===== src/design/tkpl_pkg.sv =====
// Shared types, constants and codes for the touch keypad PIN lock.
`default_nettype none
package tkpl_pkg;

  // Keypad geometry and sizing.
  localparam int PIN_LENGTH    = 4;
  localparam int SCREEN_WIDTH  = 800;
  localparam int SCREEN_HEIGHT = 480;
  localparam int NUM_PIN_REGS  = 4;
  localparam int RAW_SCALE_SH  = 12;  // divide by 4096
  localparam int BOX_HALF_W    = 50;
  localparam int BOX_HALF_H    = 40;
  localparam int NUM_ROWS      = 4;
  localparam int NUM_COLS      = 3;

  // Field widths.
  localparam int BYTE_W  = 8;
  localparam int RAW_W   = 16;
  localparam int X_W     = 13;
  localparam int Y_W     = 12;
  localparam int KEY_W   = 4;
  localparam int DIGIT_W = 4;
  localparam int COUNT_W = 4;
  localparam int CFG_IDX_W  = 3;
  localparam int CFG_DATA_W = 4;
  localparam int PROD_X_W = RAW_W + $clog2(SCREEN_WIDTH + 1);
  localparam int PROD_Y_W = RAW_W + $clog2(SCREEN_HEIGHT + 1);

  // Stream codes.
  localparam logic [BYTE_W-1:0] BYTE_DROP   = 8'h80;
  localparam logic [BYTE_W-1:0] BYTE_REPORT = 8'h81;
  localparam logic [1:0] DROP_LEN = 2'd3;

  // Report phases: 0 waits for a report start, 1..3 collect bytes, 4 takes the last.
  localparam logic [2:0] PH_IDLE = 3'd0;
  localparam logic [2:0] PH_LAST = 3'd4;

  // Key codes.
  localparam logic [KEY_W-1:0] KEY_MAX_DIGIT = 4'd9;
  localparam logic [KEY_W-1:0] KEY_CLEAR     = 4'd10;
  localparam logic [KEY_W-1:0] KEY_ENTER     = 4'd11;
  localparam logic [KEY_W-1:0] KEY_NONE      = 4'd12;

  localparam logic [COUNT_W-1:0] COUNT_MAX = 4'd15;

  localparam int COL_CENTRE [NUM_COLS] = '{275, 400, 525};
  localparam int ROW_CENTRE [NUM_ROWS] = '{96, 192, 288, 384};
  localparam logic [KEY_W-1:0] GRID_KEY [NUM_ROWS][NUM_COLS] = '{
    '{4'd1, 4'd2, 4'd3},
    '{4'd4, 4'd5, 4'd6},
    '{4'd7, 4'd8, 4'd9},
    '{KEY_CLEAR, 4'd0, KEY_ENTER}
  };

  // PIN register reset values.
  localparam logic [DIGIT_W-1:0] PIN_RESET [NUM_PIN_REGS] = '{4'd5, 4'd2, 4'd8, 4'd0};

  // Queue between parser and keypad logic.
  localparam int MID_DEPTH = 4;
  localparam int MID_PTR_W = $clog2(MID_DEPTH);
  localparam int MID_CNT_W = $clog2(MID_DEPTH + 1);

  typedef enum logic [2:0] {
    OUT_DIGIT    = 3'd0,
    OUT_IGNORED  = 3'd1,
    OUT_CLEARED  = 3'd2,
    OUT_UNLOCKED = 3'd3,
    OUT_REJECTED = 3'd4
  } outcome_t;

  typedef struct packed {
    logic [RAW_W-1:0] raw_x;
    logic [RAW_W-1:0] raw_y;
  } report_t;

  typedef struct packed {
    logic [X_W-1:0]     touch_x;
    logic [Y_W-1:0]     touch_y;
    logic [KEY_W-1:0]   key_hit;
    outcome_t           outcome;
    logic [COUNT_W-1:0] digits_entered;
  } result_t;

endpackage
`default_nettype wire


===== src/design/tkpl_front.sv =====
// Byte parser: drop windows, report framing and raw coordinate assembly.
`default_nettype none
module tkpl_front (
  input  wire logic                        clk,
  input  wire logic                        rst_n,
  input  wire logic                        byte_valid,
  input  wire logic [tkpl_pkg::BYTE_W-1:0] byte_in,
  output tkpl_pkg::report_t                rep,
  output logic                             rep_push
);

  logic [1:0]                  skip_r, skip_nxt;
  logic [2:0]                  phase_r, phase_nxt;
  logic [tkpl_pkg::BYTE_W-1:0] bytes_r [3];
  logic [tkpl_pkg::BYTE_W-1:0] bytes_nxt [3];

  always_ff @(posedge clk) begin
    if (!rst_n) begin
      skip_r  <= '0;
      phase_r <= tkpl_pkg::PH_IDLE;
      for (int i = 0; i < 3; i++) begin
        bytes_r[i] <= '0;
      end
    end else begin
      skip_r  <= skip_nxt;
      phase_r <= phase_nxt;
      bytes_r <= bytes_nxt;
    end
  end

  always_comb begin
    skip_nxt  = skip_r;
    phase_nxt = phase_r;
    bytes_nxt = bytes_r;
    rep_push  = 1'b0;
    rep.raw_y = tkpl_pkg::RAW_W'(bytes_r[0]) + (tkpl_pkg::RAW_W'(bytes_r[1]) << 7);
    rep.raw_x = tkpl_pkg::RAW_W'(bytes_r[2]) + (tkpl_pkg::RAW_W'(byte_in) << 7);
    if (byte_valid) begin
      if (byte_in == tkpl_pkg::BYTE_DROP) begin
        skip_nxt = tkpl_pkg::DROP_LEN;
      end else if (skip_r != 2'd0) begin
        skip_nxt = skip_r - 2'd1;
      end else if (phase_r == tkpl_pkg::PH_IDLE) begin
        if (byte_in == tkpl_pkg::BYTE_REPORT) begin
          phase_nxt = 3'd1;
        end
      end else if (phase_r < tkpl_pkg::PH_LAST) begin
        bytes_nxt[2'(phase_r - 3'd1)] = byte_in;
        phase_nxt = phase_r + 3'd1;
      end else begin
        phase_nxt = tkpl_pkg::PH_IDLE;
        rep_push  = 1'b1;
      end
    end
  end

endmodule
`default_nettype wire


===== src/design/tkpl_fifo.sv =====
// Short report queue between the parser and the keypad logic.
`default_nettype none
module tkpl_fifo (
  input  wire logic          clk,
  input  wire logic          rst_n,
  input  wire logic          push,
  input  wire tkpl_pkg::report_t push_data,
  input  wire logic          pop,
  output tkpl_pkg::report_t  pop_data,
  output logic               full,
  output logic               empty
);

  tkpl_pkg::report_t                 mem_r [tkpl_pkg::MID_DEPTH];
  logic [tkpl_pkg::MID_PTR_W-1:0]    wr_r, wr_nxt, rd_r, rd_nxt;
  logic [tkpl_pkg::MID_CNT_W-1:0]    cnt_r, cnt_nxt;
  logic                              do_push, do_pop;

  assign full     = (cnt_r == tkpl_pkg::MID_CNT_W'(tkpl_pkg::MID_DEPTH));
  assign empty    = (cnt_r == '0);
  assign do_push  = push && !full;
  assign do_pop   = pop && !empty;
  assign pop_data = mem_r[rd_r];

  always_comb begin
    wr_nxt  = do_push ? wr_r + 1'b1 : wr_r;
    rd_nxt  = do_pop ? rd_r + 1'b1 : rd_r;
    cnt_nxt = cnt_r;
    if (do_push && !do_pop) begin
      cnt_nxt = cnt_r + 1'b1;
    end else if (do_pop && !do_push) begin
      cnt_nxt = cnt_r - 1'b1;
    end
  end

  always_ff @(posedge clk) begin
    if (!rst_n) begin
      wr_r  <= '0;
      rd_r  <= '0;
      cnt_r <= '0;
    end else begin
      wr_r  <= wr_nxt;
      rd_r  <= rd_nxt;
      cnt_r <= cnt_nxt;
    end
  end

  always_ff @(posedge clk) begin
    if (do_push) begin
      mem_r[wr_r] <= push_data;
    end
  end

endmodule
`default_nettype wire


===== src/design/tkpl_back.sv =====
// Keypad logic: scale, box lookup, digit entry, PIN check and result buffer.
`default_nettype none
module tkpl_back (
  input  wire logic                            clk,
  input  wire logic                            rst_n,
  input  wire tkpl_pkg::report_t               rep,
  input  wire logic                            rep_empty,
  output logic                                 rep_pop,
  input  wire logic                            cfg_we,
  input  wire logic [tkpl_pkg::CFG_IDX_W-1:0]  cfg_idx,
  input  wire logic [tkpl_pkg::CFG_DATA_W-1:0] cfg_wdata,
  input  wire logic                            res_pop,
  output tkpl_pkg::result_t                    res,
  output logic                                 res_empty
);

  // Scale stage.
  logic                      s1_valid_r;
  logic [tkpl_pkg::X_W-1:0]  s1_x_r;
  logic [tkpl_pkg::Y_W-1:0]  s1_y_r;
  logic [tkpl_pkg::PROD_X_W-1:0] prod_x;
  logic [tkpl_pkg::PROD_Y_W-1:0] prod_y;
  logic                      s1_go, s1_load;

  // Keypad state.
  logic [tkpl_pkg::DIGIT_W-1:0] pin_r [tkpl_pkg::NUM_PIN_REGS];
  logic [tkpl_pkg::DIGIT_W-1:0] dig_r [tkpl_pkg::PIN_LENGTH];
  logic [tkpl_pkg::DIGIT_W-1:0] dig_nxt [tkpl_pkg::PIN_LENGTH];
  logic [tkpl_pkg::COUNT_W-1:0] count_r, count_nxt;
  logic [tkpl_pkg::KEY_W-1:0]   key;
  logic                         found, match;
  tkpl_pkg::outcome_t           outcome;
  tkpl_pkg::result_t            new_res;

  // Two-entry result buffer.
  tkpl_pkg::result_t ob_r [2];
  logic              ob_wr_r, ob_rd_r;
  logic [1:0]        ob_cnt_r, ob_cnt_nxt;
  logic              ob_full, ob_pop;

  assign ob_full   = (ob_cnt_r == 2'd2);
  assign res_empty = (ob_cnt_r == 2'd0);
  assign ob_pop    = res_pop && !res_empty;
  assign res       = ob_r[ob_rd_r];

  assign s1_go   = s1_valid_r && !ob_full;
  assign s1_load = !s1_valid_r || s1_go;
  assign rep_pop = s1_load && !rep_empty;

  assign prod_x = tkpl_pkg::PROD_X_W'(rep.raw_x) * tkpl_pkg::PROD_X_W'(tkpl_pkg::SCREEN_WIDTH);
  assign prod_y = tkpl_pkg::PROD_Y_W'(rep.raw_y) * tkpl_pkg::PROD_Y_W'(tkpl_pkg::SCREEN_HEIGHT);

  always_ff @(posedge clk) begin
    if (!rst_n) begin
      s1_valid_r <= 1'b0;
    end else if (s1_load) begin
      s1_valid_r <= !rep_empty;
    end
  end

  always_ff @(posedge clk) begin
    if (rep_pop) begin
      s1_x_r <= tkpl_pkg::X_W'(prod_x >> tkpl_pkg::RAW_SCALE_SH);
      s1_y_r <= tkpl_pkg::Y_W'(prod_y >> tkpl_pkg::RAW_SCALE_SH);
    end
  end

  // Box lookup, first match in row order.
  always_comb begin
    key   = tkpl_pkg::KEY_NONE;
    found = 1'b0;
    for (int r = 0; r < tkpl_pkg::NUM_ROWS; r++) begin
      for (int c = 0; c < tkpl_pkg::NUM_COLS; c++) begin
        if (!found &&
            ({1'b0, s1_x_r} + 14'(tkpl_pkg::BOX_HALF_W) >= 14'(tkpl_pkg::COL_CENTRE[c])) &&
            ({1'b0, s1_x_r} <= 14'(tkpl_pkg::COL_CENTRE[c] + tkpl_pkg::BOX_HALF_W)) &&
            ({1'b0, s1_y_r} + 13'(tkpl_pkg::BOX_HALF_H) >= 13'(tkpl_pkg::ROW_CENTRE[r])) &&
            ({1'b0, s1_y_r} <= 13'(tkpl_pkg::ROW_CENTRE[r] + tkpl_pkg::BOX_HALF_H))) begin
          key   = tkpl_pkg::GRID_KEY[r][c];
          found = 1'b1;
        end
      end
    end
  end

  // Positions past the PIN registers compare against zero.
  always_comb begin
    match = 1'b1;
    for (int i = 0; i < tkpl_pkg::PIN_LENGTH; i++) begin
      if (i < tkpl_pkg::NUM_PIN_REGS) begin
        if (dig_r[i] != pin_r[i % tkpl_pkg::NUM_PIN_REGS]) begin
          match = 1'b0;
        end
      end else if (dig_r[i] != '0) begin
        match = 1'b0;
      end
    end
  end

  always_comb begin
    dig_nxt   = dig_r;
    count_nxt = count_r;
    outcome   = tkpl_pkg::OUT_IGNORED;
    if (key <= tkpl_pkg::KEY_MAX_DIGIT) begin
      for (int i = 0; i < tkpl_pkg::PIN_LENGTH; i++) begin
        if (count_r == tkpl_pkg::COUNT_W'(i)) begin
          dig_nxt[i] = key;
        end
      end
      if (count_r != tkpl_pkg::COUNT_MAX) begin
        count_nxt = count_r + 1'b1;
      end
      outcome = tkpl_pkg::OUT_DIGIT;
    end else if (key == tkpl_pkg::KEY_CLEAR) begin
      count_nxt = '0;
      outcome   = tkpl_pkg::OUT_CLEARED;
    end else if (key == tkpl_pkg::KEY_ENTER) begin
      count_nxt = '0;
      outcome   = match ? tkpl_pkg::OUT_UNLOCKED : tkpl_pkg::OUT_REJECTED;
    end
    new_res.touch_x        = s1_x_r;
    new_res.touch_y        = s1_y_r;
    new_res.key_hit        = key;
    new_res.outcome        = outcome;
    new_res.digits_entered = count_nxt;
  end

  always_ff @(posedge clk) begin
    if (!rst_n) begin
      count_r <= '0;
      for (int i = 0; i < tkpl_pkg::PIN_LENGTH; i++) begin
        dig_r[i] <= '0;
      end
    end else if (s1_go) begin
      count_r <= count_nxt;
      dig_r   <= dig_nxt;
    end
  end

  always_ff @(posedge clk) begin
    if (!rst_n) begin
      pin_r <= tkpl_pkg::PIN_RESET;
    end else if (cfg_we && (cfg_idx < tkpl_pkg::CFG_IDX_W'(tkpl_pkg::NUM_PIN_REGS))) begin
      pin_r[2'(cfg_idx)] <= cfg_wdata;
    end
  end

  always_comb begin
    ob_cnt_nxt = ob_cnt_r;
    if (s1_go && !ob_pop) begin
      ob_cnt_nxt = ob_cnt_r + 2'd1;
    end else if (ob_pop && !s1_go) begin
      ob_cnt_nxt = ob_cnt_r - 2'd1;
    end
  end

  always_ff @(posedge clk) begin
    if (!rst_n) begin
      ob_wr_r  <= 1'b0;
      ob_rd_r  <= 1'b0;
      ob_cnt_r <= '0;
    end else begin
      ob_cnt_r <= ob_cnt_nxt;
      if (s1_go) begin
        ob_wr_r <= !ob_wr_r;
      end
      if (ob_pop) begin
        ob_rd_r <= !ob_rd_r;
      end
    end
  end

  always_ff @(posedge clk) begin
    if (s1_go) begin
      ob_r[ob_wr_r] <= new_res;
    end
  end

endmodule
`default_nettype wire


===== src/design/touch_keypad_pin_lock.sv =====
// Top level of the touch keypad PIN lock: parser, report queue and keypad logic.
// Throughput: one byte per cycle; in_full rises only when the report queue backs up.
// Path: a report's raw coordinates are registered in the report queue, then in the scale
//   stage, then in the result buffer, which presents them to the result side.
// Reset: synchronous, clears the parser, queues, digit count and stored digits,
//   and loads the PIN registers with 5, 2, 8, 0.
`default_nettype none
module touch_keypad_pin_lock (
  input  wire logic                            clk,
  input  wire logic                            rst_n,
  // Byte requests from the touch controller link.
  input  wire logic                            in_push,
  output logic                                 in_full,
  input  wire logic [tkpl_pkg::BYTE_W-1:0]     in_rx_byte,
  // Result requests, one per completed release report.
  output logic                                 out_empty,
  input  wire logic                            out_pop,
  output logic [tkpl_pkg::X_W-1:0]             out_touch_x,
  output logic [tkpl_pkg::Y_W-1:0]             out_touch_y,
  output logic [tkpl_pkg::KEY_W-1:0]           out_key_hit,
  output logic [2:0]                           out_outcome,
  output logic [tkpl_pkg::COUNT_W-1:0]         out_digits_entered,
  // PIN register writes.
  input  wire logic                            cfg_valid,
  output logic                                 cfg_ready,
  input  wire logic [tkpl_pkg::CFG_IDX_W-1:0]  cfg_index,
  input  wire logic [tkpl_pkg::CFG_DATA_W-1:0] cfg_data
);

  tkpl_pkg::report_t front_rep, mid_rep;
  tkpl_pkg::result_t res;
  logic              front_push, mid_full, mid_empty, mid_pop, byte_acc;

  // Hold off bytes while the report queue is full; the parser never stalls otherwise.
  assign in_full   = mid_full;
  assign byte_acc  = in_push && !in_full;
  // Configuration is always taken.
  assign cfg_ready = 1'b1;

  tkpl_front u_front (
    .clk        (clk),
    .rst_n      (rst_n),
    .byte_valid (byte_acc),
    .byte_in    (in_rx_byte),
    .rep        (front_rep),
    .rep_push   (front_push)
  );

  // Decouple the parser from the keypad logic so each stalls on its own.
  tkpl_fifo u_mid (
    .clk       (clk),
    .rst_n     (rst_n),
    .push      (front_push),
    .push_data (front_rep),
    .pop       (mid_pop),
    .pop_data  (mid_rep),
    .full      (mid_full),
    .empty     (mid_empty)
  );

  tkpl_back u_back (
    .clk       (clk),
    .rst_n     (rst_n),
    .rep       (mid_rep),
    .rep_empty (mid_empty),
    .rep_pop   (mid_pop),
    .cfg_we    (cfg_valid && cfg_ready),
    .cfg_idx   (cfg_index),
    .cfg_wdata (cfg_data),
    .res_pop   (out_pop),
    .res       (res),
    .res_empty (out_empty)
  );

  // Present the oldest buffered result.
  assign out_touch_x        = res.touch_x;
  assign out_touch_y        = res.touch_y;
  assign out_key_hit        = res.key_hit;
  assign out_outcome        = res.outcome;
  assign out_digits_entered = res.digits_entered;

endmodule
`default_nettype wire


===== config.mk =====
export PLATFORM = sky130hd
export DESIGN_NAME = touch_keypad_pin_lock
export DESIGN_NICKNAME = d
export VERILOG_FILES = /design/src/design/tkpl_pkg.sv /design/src/design/tkpl_front.sv /design/src/design/tkpl_fifo.sv /design/src/design/tkpl_back.sv /design/src/design/touch_keypad_pin_lock.sv
export SDC_FILE = /design/constraint.sdc
export NUM_CORES = 1
export LEC_CHECK = 0
export ABC_AREA = 1
export BUFFER_PORTS_ARGS = -buffer_cell sky130_fd_sc_hd__buf_4
export CAP_MARGIN = 20
export CORE_MARGIN = 4
export CORE_UTILIZATION = 50
export DETAILED_ROUTE_END_ITERATION = 10
export PLACE_DENSITY = 0.69
export RECOVER_POWER = 100
export SLEW_MARGIN = 5
export SYNTH_ARGS = -nofsm -noshare
export SYNTH_HDL_FRONTEND = slang
export SYNTH_SLANG_ARGS = --single-unit

===== constraint.sdc =====
create_clock -name clk -period 6.6 [get_ports clk]
set_clock_uncertainty 0.2 [all_clocks]
set_input_delay 0.33 -clock clk [delete_from_list [all_inputs] [get_ports clk]]
set_output_delay 0.33 -clock clk [all_outputs]
set_load 0.02 [all_outputs]

==> results.txt <==
The flow ran to the end, but the final reports show violations. The checks that failed: capacitance limit, slew limit. Data on the critical path is required at its endpoint by 6.69 ns. Area growth from synthesis to layout: 11.8%. In this run the biggest area consumer among cell types represents 43.0% of the synthesized area. The vias per cell was 5.21; the clock network power share was 17.6%. The top flip-flop cell by instance count after synthesis is edfxtp_1.

At the pin with the least slew margin, the transition time is 2.44 ns. Type of origin of the critical path: a flop. The maximum level of the CTS H-tree is 1. Counting every instance in the synthesized netlist gives 1507. The first global-routing pass estimated 50.0 mm of wire. The number of synthesized flops with an enable pin is 225, and the number of failing hold endpoints at the final stage is 0. The starting density of the core came out at 51.0%. In this run the worst path has a maximum fanout of 26. Setup repair after global routing left no endpoint under its margin. Among all cell types in the netlist, the one instantiated most often is edfxtp_1. Once layout is complete, the utilization of the core stands at 57.0%. The simple-gate share of the synthesized area is 14.3%. The number of cells on the worst reg-to-reg path is 23. Register clock-pin slew on the reported worst setup and hold paths: 0.06 ns. The share of synthesized area spent on multiplexers was 2.58%; the routed wire length was 29.9 mm.

In the final routed layout, each cell accounts on average for 14.9 microns. The number of antenna violations at the first check in global routing is 0, and the adder and majority cell fraction of the synthesized area is 12.4%. The die covers 34300 sq um. Net switching is 40.6% of the power. The detail route stage leaves a number of antenna-violating nets equal to 0. Traced cell by cell, the critical path runs through inv_1 > o21ai_0 > o22ai_1 > fa_1 > inv_1 > fa_1 > inv_1 > ha_1 > nand3_1 > nand2_1 > a21oi_1 > o21bai_1 > a21oi_1 > o21bai_1 > a21oi_1 > o21bai_1 > a21oi_1 > o21ai_0 > nand2_1 > inv_1 > nand2_1 > nand2_1 > xor2_1. The number of global-route vias before repair was 10300.

Dividing the synthesized area by the synthesized cell count gives 10.4 sq um. In the final timing run, aggregate negative setup slack is 0 ns. Sequential cells burn 30.1% of the power. The share of flip-flops with an asynchronous set or reset after synthesis is 0%. By count the netlist is led by edfxtp_1 (225), nand2_1 (213), inv_1 (171). In this run the power density over the cells is 562 nW/um^2. The quantity of I/O buffers inserted on ports was 57. The type of the setup path with the least slack is reg2reg. Final RePlAce weighted congestion: 0.870.

The die outline height was 185 microns. Clock latency on the worst-skew pair: 0.55 ns. The leftover overflow at the end of global routing is 0. Once the clock tree was built, the setup fixing pass inserted 0 buffers.

The count of state elements after synthesis is 305, and the highest clock frequency the design can meet is 182 MHz. After Yosys synthesis, XOR and XNOR cells account for 2.85% of the synthesized area. Pin placement for this block handled 59 I/O pins.

Setup slack on the critical path of the routed design comes to 1.09 ns. The switching power was 4010 uW. After detailed routing, the number of remaining DRC violations is 0. Number of rows in the core area: 64. The run gives 0 as the number of synthesis warnings. Quantity of gates resized following cts: 0. The worst slack at placement is 1.50 ns. Before antenna repair, the detailed router went through 5 iterations. Summed over all cells, the static leakage comes to 0.00709 uW. The maximum number of pins on one net before global-route repair was 62; the max-cap check violation count was 9.

On the critical path, the stage with the largest delay is an instance of dfxtp_1. The maximum vdd drop is 0.353 mV, and the fraction of final layout cells with drive strength greater than 1 is 8.80%. In this run the tightest slew margin relative to its limit is -62.4%.

The number of antenna diodes in the final layout is 0. For the final cell count without fillers, the log shows 2010. The tools report the internal power contribution as 5850 uW. The tools report the register area share after synthesis as 53.2%.

TritonCTS built the clock tree. After detailed placement, the design holds a cell count of 1929. For this design, the CTS-stage hold fixing added 22 buffers. For this run, the slowest stage of the critical path takes 0.80 ns.

The clock drives 305 sinks. Once detailed placement completed, the half-perimeter wirelength came to 20.5 mm. The detailed router placed 10500 vias in this run.

Measured along the x axis, the die boundary spans 185 microns. For this block, the initial DRC count from the detailed router was 674. The post-synthesis instance area was 15700 sq um; the clock period minus final worst setup slack was 5.51 ns. The run gives 308 as the max-slew violation count.

The largest total area in the synthesized netlist belongs to edfxtp_1. The final-stage net count came out at 1742. Setup violations remaining at the end of the flow were counted as 0. Along the worst hold path, the cell count comes to 4. The global-route usage over all layers came out at 17.6%. The path type of the worst min-delay path was in2reg. By area the synthesized netlist is led by edfxtp_1 (43%), dfxtp_1 (10%), ha_1 (7.4%). The largest buffer count on any clock path was 3; the post-route clock period utilization was 83.5%. TritonCTS created 31 clock buffers.

The synthesized netlist devotes 8.99% of its cell area to compound gates. STA classifies the critical path endpoint as a flop. After synthesis, the largest family of logic cells by area is simple AND/OR/NAND/NOR gates. Combinational logic burns 52.3% of the power.

STA puts the critical path data arrival time at 5.60 ns. After floorplanning, the core was sized to cover 30700 sq um. The root buffer cell was clkbuf_16. The number of nets in the synthesized netlist is 1659. For the count of distinct cell types in the synthesized netlist, the log shows 54.
-- cell families after synthesis --
logic type | Yosys count
flops | 305
mux | 36
xor+xnor | 51
fa+ha+maj | 132
compound gates | 249
other cells | 1
simple gates | 507
buf+inv | 226
-- cells in the final DEF, fill, tap and decap left out, types with 4 or more instances in the layout --
master,n
a211oi_1,4
a21oi_1,87
a31oi_1,8
a32oi_1,13
buf_4,22
clkbuf_1,54
clkbuf_16,33
clkbuf_8,5
clkinv_1,5
clkinv_2,5
dfxtp_1,80
dlygate4sd3_1,22
edfxtp_1,225
fa_1,39
ha_1,93
inv_1,172
inv_2,9
mux2_2,34
nand2_1,216
nand3_1,68
nand3_2,8
nand4_1,23
nor2_1,154
nor2_2,9
nor3_1,12
o21ai_0,97
o21bai_1,5
o22ai_1,17
or2_2,4
xnor2_1,20
xor2_1,31
-- stage by stage --
stage          hold WS [ns]  instance area [sq um]  total power [uW]
5_1_grt              0.0680                  17500             10900
6_report             0.0393                  17500              9860
2_1_floorplan         0.231                  15700              7140
3_3_place_gp          0.248                  16500              8140
3_5_place_dp          0.256                  16500              8250
4_1_cts              0.0222                  17800             10100
-- power groups by stage --
stage / Combinational, uW / Sequential [uW] / Clock (uW)
after floorplan: 4240 / 2890 / 0
after global placement: 5150 / 2990 / 0
after detailed placement: 5250 / 3000 / 0
after CTS: 5340 / 2970 / 1780
after global routing: 6050 / 3010 / 1860
final: 5160 / 2970 / 1730
-- per-layer routing --
| metal | wire (microns) | track usage (%) |
|---|---|---|
| met5 | 0 | 0 |
| met4 | 525 | 3.90 |
| met3 | 1350 | 2.16 |
| met2 | 14000 | 29.6 |
| met1 | 14000 | 24.6 |
-- cell type report --
type                    instances  area (sq um)
clock buffers                  48           933
well taps                     396           495
inverters                     186           698
repair buffers                 90           562
clock inverters                 9           100
multi-input cells             976          6390
fillers                      2617         13200
flip-flops and latches        305          8360
-- flip-flops by register name (all words and copies together) (netlist names), 3 cells and up, named ones only --
name	flops
u_front.phase_r	3
u_back.s1_x_r	13
u_back.ob_r	72
u_back.pin_r	16
u_back.dig_r	16
u_front.bytes_r	24
u_mid.cnt_r	3
u_mid.mem_r	128
u_back.count_r	4
u_back.s1_y_r	12
-- worst max-delay path, delay by kind of cell (launching register included) --
kind	cells	cell delay, ns
flip-flops	1	0.80
AND/OR/NAND/NOR	5	0.31
buffers and inverters	4	0.61
AO/OA/AOI/OAI	10	1.87
adder cells (fa/ha/maj)	3	1.35
XOR/XNOR	1	0.13
-- path summary, 6_finish.rpt --
kind                         from          endpoint  slack, ns
setup / recovery             flop  u_back.s1_y_r[8]       1.09
hold / removal            out_pop    u_back.ob_rd_r       0.04
setup reg to reg             flop  u_back.s1_y_r[8]       1.09
hold reg to reg   u_back.dig_r[2]   u_back.dig_r[2]       0.27
Note: power is estimated with default switching activity, not from simulation.
